### src/hw/rtl/tss_pkg.sv
// ----------------------------------------------------------------------------
// tss_pkg: shared types and constants for the two-stack store
// Operation and status codes, field widths and the controller command and
// status bundles.
// ----------------------------------------------------------------------------
package tss_pkg;

	// Field widths of the stream words
	localparam int OP_W     = 3;
	localparam int WORD_W   = 32;
	localparam int STATUS_W = 2;
	localparam int CAP_W    = 11;

	// Capacity after reset, before clamping to the store depth
	localparam int CAP_RESET = 1024;

	// Operation codes
	typedef enum logic [OP_W-1:0] {
		OP_PUSH1 = 3'd0,
		OP_PUSH2 = 3'd1,
		OP_POP1  = 3'd2,
		OP_POP2  = 3'd3,
		OP_PEEK  = 3'd4
	} tss_op_t;

	// Result status codes
	typedef enum logic [STATUS_W-1:0] {
		ST_OK       = 2'd0,
		ST_OVERFLOW = 2'd1,
		ST_EMPTY    = 2'd2
	} tss_status_t;

	// Commands from the controller to the datapath
	typedef struct packed {
		logic        push_lo;    // write at the low stack top, bump its count
		logic        push_hi;    // write below the high stack top, bump its count
		logic        pop_lo;     // read low stack top, drop its count
		logic        pop_hi;     // read high stack top, drop its count
		logic        peek;       // read both tops, counts unchanged
		logic        load_imm;   // load a result that needs no store read
		tss_status_t imm_status; // status of that result
		logic        load_rd;    // load the result from the store read
	} tss_cmd_t;

	// Status from the datapath to the controller
	typedef struct packed {
		logic room;     // both stacks together below capacity
		logic lo_empty; // low stack holds nothing
		logic hi_empty; // high stack holds nothing
	} tss_sts_t;

endpackage

### src/hw/rtl/tss_ctrl.sv
// ----------------------------------------------------------------------------
// tss_ctrl: operation sequencer for the two-stack store
// Decodes each word, issues datapath commands and owns both handshakes.
// ----------------------------------------------------------------------------
module tss_ctrl (
	input  logic                      clk,
	input  logic                      arst_n,
	input  logic                      in_valid,
	output logic                      in_ready,
	input  logic [tss_pkg::OP_W-1:0]  op,
	output logic                      out_valid,
	input  logic                      out_ready,
	input  tss_pkg::tss_sts_t         sts,
	output tss_pkg::tss_cmd_t         cmd
);

	typedef enum logic {
		S_IDLE,
		S_READ
	} state_t;

	state_t state_q;
	state_t state_nxt;
	logic   out_valid_q;
	logic   out_free;
	logic   accept;

	// Output register is free when empty or being taken
	assign out_free  = !out_valid_q || out_ready;
	assign in_ready  = (state_q == S_IDLE) && out_free;
	assign accept    = in_valid && in_ready;
	assign out_valid = out_valid_q;

	// Decode the word and pick the next state
	always_comb begin
		cmd            = '0;
		cmd.imm_status = tss_pkg::ST_OK;
		state_nxt      = state_q;
		unique case (state_q)
			S_IDLE: begin
				if (accept) begin
					unique case (tss_pkg::tss_op_t'(op))
						tss_pkg::OP_PUSH1: begin
							cmd.push_lo    = sts.room;
							cmd.load_imm   = 1'b1;
							cmd.imm_status = sts.room ? tss_pkg::ST_OK : tss_pkg::ST_OVERFLOW;
						end
						tss_pkg::OP_PUSH2: begin
							cmd.push_hi    = sts.room;
							cmd.load_imm   = 1'b1;
							cmd.imm_status = sts.room ? tss_pkg::ST_OK : tss_pkg::ST_OVERFLOW;
						end
						tss_pkg::OP_POP1: begin
							if (sts.lo_empty) begin
								cmd.load_imm   = 1'b1;
								cmd.imm_status = tss_pkg::ST_EMPTY;
							end else begin
								cmd.pop_lo = 1'b1;
								state_nxt  = S_READ;
							end
						end
						tss_pkg::OP_POP2: begin
							if (sts.hi_empty) begin
								cmd.load_imm   = 1'b1;
								cmd.imm_status = tss_pkg::ST_EMPTY;
							end else begin
								cmd.pop_hi = 1'b1;
								state_nxt  = S_READ;
							end
						end
						tss_pkg::OP_PEEK: begin
							if (sts.lo_empty || sts.hi_empty) begin
								cmd.load_imm   = 1'b1;
								cmd.imm_status = tss_pkg::ST_EMPTY;
							end else begin
								cmd.peek  = 1'b1;
								state_nxt = S_READ;
							end
						end
						default: begin
							// Unused codes change nothing and report ok
							cmd.load_imm = 1'b1;
						end
					endcase
				end
			end
			S_READ: begin
				if (out_free) begin
					cmd.load_rd = 1'b1;
					state_nxt   = S_IDLE;
				end
			end
			default: begin
				state_nxt = S_IDLE;
			end
		endcase
	end

	// Hold state and the output valid flag
	always_ff @(posedge clk or negedge arst_n) begin
		if (!arst_n) begin
			state_q     <= S_IDLE;
			out_valid_q <= 1'b0;
		end else begin
			state_q <= state_nxt;
			if (cmd.load_imm || cmd.load_rd) begin
				out_valid_q <= 1'b1;
			end else if (out_ready) begin
				out_valid_q <= 1'b0;
			end
		end
	end

endmodule

### config.mk
export PLATFORM = sky130hd
export DESIGN_NAME = tss_ctrl
export DESIGN_NICKNAME = d
export VERILOG_FILES = /design/src/hw/rtl/tss_pkg.sv /design/src/hw/rtl/tss_ctrl.sv
export SDC_FILE = /design/constraint.sdc
export NUM_CORES = 1
export LEC_CHECK = 0
export BUFFER_PORTS_ARGS = -buffer_cell sky130_fd_sc_hd__buf_2
export CELL_PAD_IN_SITES_DETAIL_PLACEMENT = 1
export CELL_PAD_IN_SITES_GLOBAL_PLACEMENT = 1
export CORE_AREA = 2 2 39 41
export CTS_CLUSTER_DIAMETER = 80
export CTS_CLUSTER_SIZE = 8
export DETAILED_ROUTE_END_ITERATION = 16
export DIE_AREA = 0 0 41 43
export GPL_TIMING_DRIVEN = 1
export PLACE_DENSITY = 0.67
export SYNTH_ARGS = -nofsm -noshare
export SYNTH_HDL_FRONTEND = slang
export SYNTH_SLANG_ARGS = --single-unit
### constraint.sdc
create_clock -name clk -period 1.45 [get_ports clk]
set_input_delay 0.29 -clock clk [delete_from_list [all_inputs] [get_ports clk]]
set_output_delay 0.29 -clock clk [all_outputs]
set_load 0.01 [all_outputs]
# After elaboration in Yosys (flattened, before gate mapping)
# Cells that the tools add are included.
dict set report word_totals {
  ff_bits 2
  in_bits 10
  output_inout_bits 11
}
dict set report op_classes {
  eq_ne 4
  mux 24
  bitwise 1
  n_reduce_logical 9
}
# operator count
set op_table {}
lappend op_table {{two-way mux 8 bit} 2}
lappend op_table {{two-way mux 1 bit} 15}
lappend op_table {{two-way mux 3 bit} 3}
lappend op_table {{one-hot mux 2 bit (4 select lines)} 1}
lappend op_table {{equality test 3 x 2 -> 1 bit (second input constant)} 2}
lappend op_table {{one-hot mux 1 bit (3 select lines)} 2}
lappend op_table {{equality test 3 x 1 -> 1 bit (second input constant)} 1}
lappend op_table {{equality test 3 bit (second input constant)} 1}
lappend op_table {{zero test 3 bit} 1}
lappend op_table {{logical OR 1 bit} 3}
lappend op_table {{logical AND 1 bit} 2}
lappend op_table {{one-hot mux 1 bit (2 select lines)} 1}
lappend op_table {{nonzero test 2 bit} 1}
lappend op_table {{OR reduction 2 bit} 1}
lappend op_table {{zero test 1 bit} 1}
lappend op_table {{inverter 1 bit} 1}

# Longest topological paths before layout
# Gate-level depths: netlist (run 1).
dict set report logic_depth {
  depth_word 8
  ltp_mapped 4
}

# Least setup slack after synthesis (run 1)
# No wires, ideal clock.
dict set report synth_timing {
  path_type {register to output}
  from {register out_valid_q (netlist: out_valid)}
  to {output cmd[5] in the netlist's numbering}
  arrival_ps 1104
  t_required_ps 1160
  slack_ps 56
  path_stages_with_launch 4
  n_path_buf 0
  path_cell_list {dfrtp_1 > nand2b_1 > nand3b_1 > nor4_1}
}
# element line_no
set synth_lines {}
lappend synth_lines {{start: declaration} tss_ctrl.sv:24} ;# logic out_valid_q;
lappend synth_lines {{start signal: assignment} tss_ctrl.sv:103} ;# out_valid_q <= 1'b0;
lappend synth_lines {{start signal: assignment} tss_ctrl.sv:107} ;# out_valid_q <= 1'b1;
lappend synth_lines {{start signal: assignment} tss_ctrl.sv:109} ;# out_valid_q <= 1'b0;
lappend synth_lines {{end: declaration} tss_ctrl.sv:14} ;# output tss_pkg::tss_cmd_t cmd

==> results of run 1 <==
==> per-layer routing <==
metal | track usage | vias to the layer above | share of wire
li1 | - | 178 | -
met2 | 0.153 | 6 | 0.53
met1 | 0.134 | 166 | 0.42
met3 | 0.0524 | 0 | 0.042
met4 | 0.0600 | 0 | 0
met5 | 0 | - | 0
==> cell usage in the layout (no fill, tap or decap) <==
| cell | Yosys | layout |
|---|---|---|
| a21oi_2 | 0 | 1 |
| nand3b_1 | 1 | 1 |
| o21ai_0 | 1 | 1 |
| o22ai_1 | 1 | 1 |
| inv_2 | 1 | 1 |
| or3_1 | 1 | 1 |
| nor4_2 | 0 | 1 |
| dlygate4sd3_1 | 0 | 1 |
| nor2_2 | 1 | 2 |
| nor2_1 | 5 | 4 |
| buf_2 | 0 | 20 |
| nand2_1 | 3 | 3 |
| a211o_1 | 1 | 1 |
| and3_1 | 2 | 2 |
| nor4_4 | 0 | 1 |
| o31a_1 | 1 | 1 |
| buf_4 | 0 | 6 |
| clkbuf_4 | 0 | 3 |
| and2_1 | 1 | 1 |
| nor2b_1 | 2 | 2 |
| inv_1 | 1 | 1 |
| nand2b_1 | 3 | 3 |
| a21oi_1 | 2 | 1 |
| and4_1 | 1 | 1 |
| dfrtp_1 | 2 | 2 |
| nand3_1 | 1 | 1 |
==> critical path, stage by stage, from the launching register on <==
cell	delay, ns
dfrtp_1	0.36
nand2b_1	0.08
nand3b_1	0.17
nor2_2	0.18
and4_1	0.20
buf_2	0.13
==> cell families after synthesis <==
family                 share of synthesized area
AO/OA/AOI/OAI                              0.174
flip-flops                                 0.225
AND/OR/NAND/NOR                            0.567
buffers and inverters                     0.0337
==> repair_timing <==
action	in CTS	in global routing
gates resized for setup	2	3
hold buffers	1	0
endpoints found under the setup margin	8	8
endpoints found under the hold margin	2	0
pin swaps	7	2
setup buffers	2	0
==> final timing paths <==
kind | start | to | slack (ns) | cells after the start
max in group asynchronous | arst_n | state_q | 0.97 | 2
setup reg to reg | out_valid | state_q | 0.41 | 4
hold / removal | in_valid | out_valid | 0.30 | 2
setup / recovery | out_valid | cmd[7] | -0.20 | 5
min in group asynchronous | arst_n | out_valid | 0.38 | 2
hold reg to reg | state_q | out_valid | 0.56 | 2
==> state kept, by name, indices dropped and copies added, names as in the netlist <==
register and count:
state_q 1, out_valid 1
==> report_power, final <==
part / internal (mW) / total (mW) / switching [mW]
Clock: 0.0911 / 0.121 / 0.0297
Sequential: 0.0607 / 0.0627 / 0.00200
Combinational: 0.0538 / 0.110 / 0.0564
Total: 0.206 / 0.294 / 0.0882
==> area by class of cell <==
cell class,instances,area (um2),share of cell area
Multi-Input combinational cell,29,193,0.430
Timing Repair Buffer,27,155,0.346
Sequential cell,2,50.0,0.112
Clock buffer,3,22.5,0.0503
Tap cell,16,20.0,0.0447
Inverter,2,7.51,0.0168
==> per-stage QoR <==
step	TNS [ns]	power [mW]	hold slack, ns
global placement	-0.0271	0.157	0.0767
finish	-1.05	0.294	0.298
CTS	-1.24	0.297	0.294
global route	-2.08	0.320	0.317
detailed placement	-0.171	0.158	0.0781
floorplan	0	0.104	-0.00559
==> results by group, run 1 <==
Timing
  – Slew headroom: 0.856
  – Clk_skew: 0.00191 ns
  – Max Slew Vio Count: 0
  – F_max: 0.607 GHz
  – Least-Margin Pin Slew: 0.216 ns
  – Final setup viols: 8
  – Final worst slack: -0.198 ns
  – RSZ-0062 raised after global routing: true
  – Minimum clock period: 1.65 ns
  – Fin crit share: 1.14
  – Final hold vios: 0

Global routing
  – Initial antenna violation count: 0
  – Largest net degree at the start of global routing: 9
  – Vias in the first global route: 326
  – GRT Util Overall: 0.110
  – Total congestion overflow: 0
  – Global-route wire length before repair: 1280 um

Setup path
  – CP required: 1.16 ns
  – CP Capture Type: output pin
  – Arrival @ worst endpoint: 1.36 ns
  – Startpoint types: flip-flop
  – Top fanout value on the critical path: 4
  – Critical setup path kind: flip-flop to output pin

Detailed routing
  – DRT antenna net count: 0
  – Routed wire length: 819 um
  – Vias: 350
  – Drt drc: 0
  – Wire per inst: 10.4 um
  – Via-to-Cell Ratio: 4.43
  – DRT iter0 DRCs: 2
  – DR pass1 iterations: 4

Synth
  – Synthesis warning total: 0
  – FF+latch count, synth: 2
  – Count leader, synth: nor2_1
  – Synth area leader: dfrtp_1
  – Sequential-to-total area share from yosys stat: 0.225
  – Top cells by count, synth: nor2_1 (5), nand2_1 (3), nand2b_1 (3)
  – Synth Area per Inst: 6.75 um2
  – Post-synthesis async set-or-reset flop share: 1.00
  – Synth top area share: 0.225
  – Synthesized area: 223 um2
  – Distinct cells, synth: 20
  – Synth area leaders: dfrtp_1 (22%), nand2b_1 (8.4%), nor2_1 (8.4%)
  – Cells after synthesis: 33
  – Post-synth EDFFs: 0
  – Synth Net Count: 43
  – Ys flop type: dfrtp_1

Clocking
  – Clock Path Buffers: 2
  – H-tree Lvls: 1
  – Worst-path clk slew: 0.03 ns
  – Clock sink total: 2
  – TritonCTS clock tree: yes
  – Root Driver: clkbuf_4
  – Worst-Skew Late Latency: 0.22 ns
  – CTS Buf Count: 3

Floorplan
  – Die Wd: 41 um
  – Row count: 14
  – Die height: 43 um
  – Die area: 1760 um2
  – Initial Util: 0.161
  – IO Pins: 21
  – Core ar.: 1380 um2

Finish
  – # diodes: 0
  – Nets: 75
  – Fin cells: 79
  – Share of post-route cells with drive strength above 1: 0.556
  – P&R area growth vs syn: 101%
  – Fin util: 0.324
  – FILL cells: 185
  – Design area: 448 um2

Placement
  – Placed insts: 73
  – Placed cell area: 373 um2
  – IO buf count: 20
  – Final GP Congestion: 0.741
  – Dpl hpwl: 665 um
  – Place WS: -0.101 ns

Status
  – Status: finished, violations left
  – Violated checks: setup timing

Power and ir drop
  – P_leak: 0.236 nW
  – Power density over the cells: 656 nW/um2
  – IR drop worst, VDD: 232 uV

Hold path
  – Worst Hold Class: input pin to flip-flop

Flow run
  – Max Cap Viol: 0
No activity file was read; power rests on OpenSTA's default activity.
==> run 2, diff against run 1 <==
Settings changed: ABC_AREA set to 1, PLACE_DENSITY 0.67 to 0.71.
==> run 2 against run 1 <==
Net effect: the flow still finishes with violations (setup timing); combinational power grew 17%; clock power is essentially flat; design area shrank 4.7%; maximum frequency grew 11%; clock skew grew 0.0031 ns; core utilization shrank 1.5 points; total power grew 8.4%; clock-buffer cell count is the same; largest power group is now combinational logic.
==> results by group, run 2 <==
Status
  – Status: finished, violations left
  – Violated checks: setup timing

Hold path
  – Worst Hold Class: input pin to asynchronous set/reset pin

Synth
  – Ys flop type: dfrtp_1
  – Count leader, synth: inv_1
  – FF+latch count, synth: 2
  – Top cells by count, synth: inv_1 (12), nand2_1 (9), nand3_1 (7), nor2_1 (7)
  – Synthesis warning total: 0
  – Post-synthesis async set-or-reset flop share: 1.00
  – Synth Net Count: 54
  – Cells after synthesis: 44
  – Synth area leader: dfrtp_1
  – Sequential-to-total area share from yosys stat: 0.213
  – Synth Area per Inst: 5.35 um2
  – Distinct cells, synth: 11
  – Synthesized area: 235 um2
  – Synth top area share: 0.213
  – Synth area leaders: dfrtp_1 (21%), inv_1 (19%), nand3_1 (15%)
  – Post-synth EDFFs: 0

Floorplan
  – Row count: 14
  – IO Pins: 21
  – Core ar.: 1380 um2
  – Die Wd: 41 um
  – Die area: 1760 um2
  – Initial Util: 0.170
  – Die height: 43 um

Detailed routing
  – DRT antenna net count: 0
  – Drt drc: 0
  – Wire per inst: 10.3 um
  – DR pass1 iterations: 2
  – Vias: 371
  – Via-to-Cell Ratio: 4.26
  – Routed wire length: 894 um
  – DRT iter0 DRCs: 2

Setup path
  – Arrival @ worst endpoint: 1.19 ns
  – CP Capture Type: output pin
  – Critical-path top delay cell: dfrtp_1
  – Critical setup path kind: flip-flop to output pin
  – Startpoint types: flip-flop
  – Worst R2R Start: out_valid
  – Worst-path cell chain: nand2_2 > nand3_4 > buf_4 > nor2_1 > buf_2
  – Worst r2r path cells: 5
  – CP peak stage delay: 0.37 ns
  – CP required: 1.16 ns
  – R2r endpoint: out_valid
  – Top fanout value on the critical path: 6
  – R2R setup slack: 0.52 ns

Clocking
  – Worst-path clk slew: 0.03 ns
  – Worst-Skew Late Latency: 0.22 ns
  – TritonCTS clock tree: yes
  – H-tree Lvls: 1
  – CTS Buf Count: 3
  – Root Driver: clkbuf_4
  – Clock sink total: 2
  – Clock Path Buffers: 2

Timing
  – Max Slew Vio Count: 0
  – Final setup viols: 3
  – Fin crit share: 1.02
  – RSZ-0062 raised after global routing: true
  – Clk_skew: 0.00501 ns
  – Final hold vios: 0
  – Least-Margin Pin Slew: 0.200 ns
  – Minimum clock period: 1.48 ns
  – Final worst slack: -0.0341 ns
  – Slew headroom: 0.866
  – F_max: 0.674 GHz

Global routing
  – Largest net degree at the start of global routing: 8
  – Vias in the first global route: 363
  – Global-route wire length before repair: 1280 um
  – GRT Util Overall: 0.108
  – Total congestion overflow: 0
  – Initial antenna violation count: 0

Power and ir drop
  – P_leak: 0.276 nW
  – IR drop worst, VDD: 215 uV
  – Power density over the cells: 746 nW/um2
  – Pwr Total: 318 uW

Finish
  – # diodes: 0
  – Share of post-route cells with drive strength above 1: 0.437
  – FILL cells: 193
  – Most frequent cells in the layout: buf_2 (20), inv_1 (10), nand2_1 (8)
  – P&R area growth vs syn: 81.4%
  – Design area: 427 um2
  – Nets: 83
  – Commonest non-fill, non-tap cell in the layout: buf_2

Placement
  – Final GP Congestion: 0.692
  – Dpl hpwl: 703 um
  – IO buf count: 20
  – Placed cell area: 355 um2

Flow run
  – Max Cap Viol: 0
## run 2: cell count changes after synthesis, sizes merged, moves of 2 or more
cell    change
nand2b      -3
nand3       +7
and3        -2
nor2b       -2
inv        +10
nand2       +6
## run 2: how the worst max path moves through the flow
stage                          from  endpoint  slack (ns)  cells past startpoint
final                     out_valid    cmd[6]       -0.03                      5
after global placement    out_ready    cmd[3]        0.10                      8
after detailed placement  out_ready    cmd[3]        0.05                      8
after floorplan           out_valid    cmd[7]        0.15                      3
after CTS                   state_q    cmd[3]       -0.05                      6
after global routing      out_valid    cmd[3]       -0.11                      6
## run 2: cells by family (layout without fill, tap and decap cells)
logic type / count (synthesis) / count (layout) / share of synthesized area
simple gates: 29 / 29 / 0.574
buf+inv: 12 / 39 / 0.191
flops: 2 / 2 / 0.213
compound gates: 1 / 1 / 0.0213
## run 2: area by class of cell
cell class | count | area [um2] | share of cell area
clock buffer | 3 | 22.5 | 0.0528
inverter | 12 | 45.0 | 0.106
multi-input combinational | 30 | 156 | 0.367
sequential | 2 | 50.0 | 0.117
tap | 16 | 20.0 | 0.0469
timing repair buffer | 24 | 133 | 0.311
## run 2: power breakdown
part	switching (mW)	internal [mW]
combinational	0.0718	0.0573
clock	0.0305	0.0912
sequential	0.00428	0.0632
## run 2: per-stage QoR
| step | util | setup slack [ns] | hold WS [ns] | std cells | setup TNS (ns) |
|---|---|---|---|---|---|
| after floorplan | - | 0.153 | -0.00559 | 44 | 0 |
| after global placement | 0.257 | 0.104 | 0.0738 | 80 | 0 |
| after detailed placement | 0.257 | 0.0482 | 0.0764 | 80 | 0 |
| after CTS | 0.297 | -0.0489 | 0.368 | 85 | -0.0607 |
| after global routing | 0.308 | -0.113 | 0.404 | 87 | -0.514 |
| final | 0.308 | -0.0341 | 0.382 | 87 | -0.0989 |
## run 2: what timing repair did
| item | in CTS | in global routing |
|---|---|---|
| pin swaps | 1 | 2 |
| setup endpoints to repair | 8 | 6 |
| hold endpoints to repair | 2 | 0 |
| gates resized for setup | 5 | 0 |
| setup buffers | 1 | 2 |
| hold buffers | 1 | 0 |
| cloned | 0 | 0 |
## run 2: worst max-delay path: cells and delay by family, from the launching register on
kind,cells,cell delay [ns]
flip-flops,1,0.37
buffers and inverters,2,0.30
AND/OR/NAND/NOR,3,0.30
## run 2: routing by layer
metal,track usage,part of all wire,vias up
li1,-,-,191
met1,0.0927,0.38,163
met2,0.200,0.54,17
met3,0.0314,0.077,0
met4,0.0600,0,0
met5,0,0,-
==> run 3, diff against run 2 <==
Settings changed: BUFFER_PORTS_ARGS -buffer_cell sky130_fd_sc_hd__buf_2 to unset, DONT_BUFFER_PORTS set to 1, PLACE_DENSITY 0.71 to 0.48.
==> run 3 against run 2 <==
Net effect: the run now ends clean; clock power is essentially flat; die area did not move; via count decreased by 17%; wire length is 21% lower; core utilization down 5.2 points; global-route usage down 1.3 points; maximum frequency increased by 4.4%; sequential power increased by 0.6%.
==> results by group, run 3 (synthesis results as in run 2) <==
Clocking
  – Root Driver: clkbuf_4
  – Clock Path Buffers: 2
  – H-tree Lvls: 1
  – Worst-Skew Late Latency: 0.22 ns
  – Clock sink total: 2
  – Worst-path clk slew: 0.03 ns
  – TritonCTS clock tree: yes
  – CTS Buf Count: 3

Power and ir drop
  – Pwr Total: 284 uW
  – Power density over the cells: 799 nW/um2
  – P_leak: 0.198 nW
  – IR drop worst, VDD: 307 uV

Detailed routing
  – Drt drc: 0
  – Met2 wire length: 380 um
  – Met3 wire len: 23 um
  – DR pass1 iterations: 2
  – Top layer in use: met3
  – Via-to-Cell Ratio: 4.40
  – Vias: 308
  – DRT antenna net count: 0
  – Wire per inst: 10.1 um
  – DRT iter0 DRCs: 1
  – Routed wire length: 704 um
  – DRT met1 WL: 300 um

Finish
  – Share of post-route cells with drive strength above 1: 0.296
  – FILL cells: 190
  – # diodes: 0
  – P&R area growth vs syn: 51.1%
  – Fin cells: 70
  – Fin util: 0.257
  – Commonest non-fill, non-tap cell in the layout: inv_1
  – Design area: 355 um2
  – Most frequent cells in the layout: inv_1 (9), nand2_1 (8), nor2_1 (7), nand3_1 (7), buf_4 (6)
  – Nets: 66

Floorplan
  – Die Wd: 41 um
  – IO Pins: 21
  – Initial Util: 0.170
  – Row count: 14
  – Die height: 43 um
  – Core ar.: 1380 um2
  – Die area: 1760 um2

Timing
  – Final setup viols: 0
  – TNS Setup: 0 ns
  – F_max: 0.703 GHz
  – Fin crit share: 0.981
  – RSZ-0062 raised after global routing: true
  – Least-Margin Pin Slew: 0.346 ns
  – Final hold vios: 0
  – Slew headroom: 0.767
  – Clk_skew: 0.00165 ns
  – Max Slew Vio Count: 0
  – Minimum clock period: 1.42 ns

Status
  – Status: complete, no violations

Global routing
  – GRT Util Overall: 0.0954
  – Global-route wire length before repair: 1160 um
  – Initial antenna violation count: 0
  – Largest net degree at the start of global routing: 8
  – Total congestion overflow: 0
  – Vias in the first global route: 301

Setup path
  – Top fanout value on the critical path: 7
  – Cell repeated most along the worst path: inv_2
  – CP Capture Type: output pin
  – CP required: 1.16 ns
  – Startpoint types: flip-flop
  – Worst-path cell chain: nand2_2 > nand3_4 > inv_2 > nand4_1 > inv_2
  – Arrival @ worst endpoint: 1.13 ns
  – Critical setup path kind: flip-flop to output pin
  – Critical-path top delay cell: dfrtp_1
  – CP peak stage delay: 0.38 ns

Placement
  – Dpl hpwl: 587 um
  – Placed insts: 63
  – IO buf count: 0
  – Placed cell area: 278 um2
  – Final GP Congestion: 0.708

Flow run
  – Max Cap Viol: 0

Hold path
  – Worst Hold Class: input pin to flip-flop
[run 3: changes by cell type in the layout (fill, tap and decap cells not counted)]
| cell | before | now |
|---|---|---|
| nor4_1 | 1 | 0 |
| inv_2 | 2 | 3 |
| buf_2 | 20 | 0 |
| nor4_2 | 1 | 2 |
| buf_4 | 3 | 6 |
| inv_1 | 10 | 9 |
[run 3: path summary, 6_finish.rpt]
| check | startpoint | endpoint | slack, ns | depth (start not counted) |
|---|---|---|---|---|
| setup / recovery | out_valid | cmd[3] | 0.03 | 5 |
| hold / removal | out_ready | state_q | 0.28 | 3 |
| setup reg to reg | out_valid | out_valid | 0.49 | 5 |
| hold reg to reg | state_q | state_q | 0.53 | 2 |
| max in group asynchronous | arst_n | out_valid | 1.03 | 1 |
| min in group asynchronous | arst_n | state_q | 0.30 | 1 |
[run 3: power by group]
part / switching [mW] / leakage, nW / internal [mW]
sequential: 0.00467 / 0.0253 / 0.0633
clock: 0.0291 / 0.0138 / 0.0911
combinational: 0.0575 / 0.159 / 0.0384
[run 3: through the flow]
| stage | setup slack (ns) | hold slack (ns) |
|---|---|---|
| 6_report | 0.0282 | 0.280 |
| 5_1_grt | -0.0762 | 0.283 |
| 4_1_cts | -0.0257 | 0.278 |
| 3_5_place_dp | 0.139 | -0.00554 |
| 3_3_place_gp | 0.153 | -0.00554 |
| 2_1_floorplan | 0.153 | -0.00559 |
[run 3: repair_timing]
action / in CTS / in global routing
gates resized for setup: 5 / 2
hold buffers: 1 / 0
endpoints found under the hold margin: 2 / 0
pin swaps: 0 / 2
endpoints found under the setup margin: 5 / 5
buffers inserted: 0 / 3
[run 3: cell type report]
cell class                      instances  area, um2  area share
Inverter                               12       45.0       0.127
Multi-Input combinational cell         30        163       0.458
Sequential cell                         2       50.0       0.141
Timing Repair Buffer                    7       55.1       0.155
Tap cell                               16       20.0      0.0563
Clock buffer                            3       22.5      0.0634
[run 3: critical path, delay by kind of cell (launching register included)]
family	cells	cell delay, ns
buffers and inverters	2	0.19
and+or+nand+nor	3	0.34
DFF	1	0.38
[run 3: per-layer routing]
layer,vias to the layer above,track usage
li1,159,-
met5,-,0
met3,0,0.0366
met4,0,0.0400
met2,5,0.131
met1,144,0.129
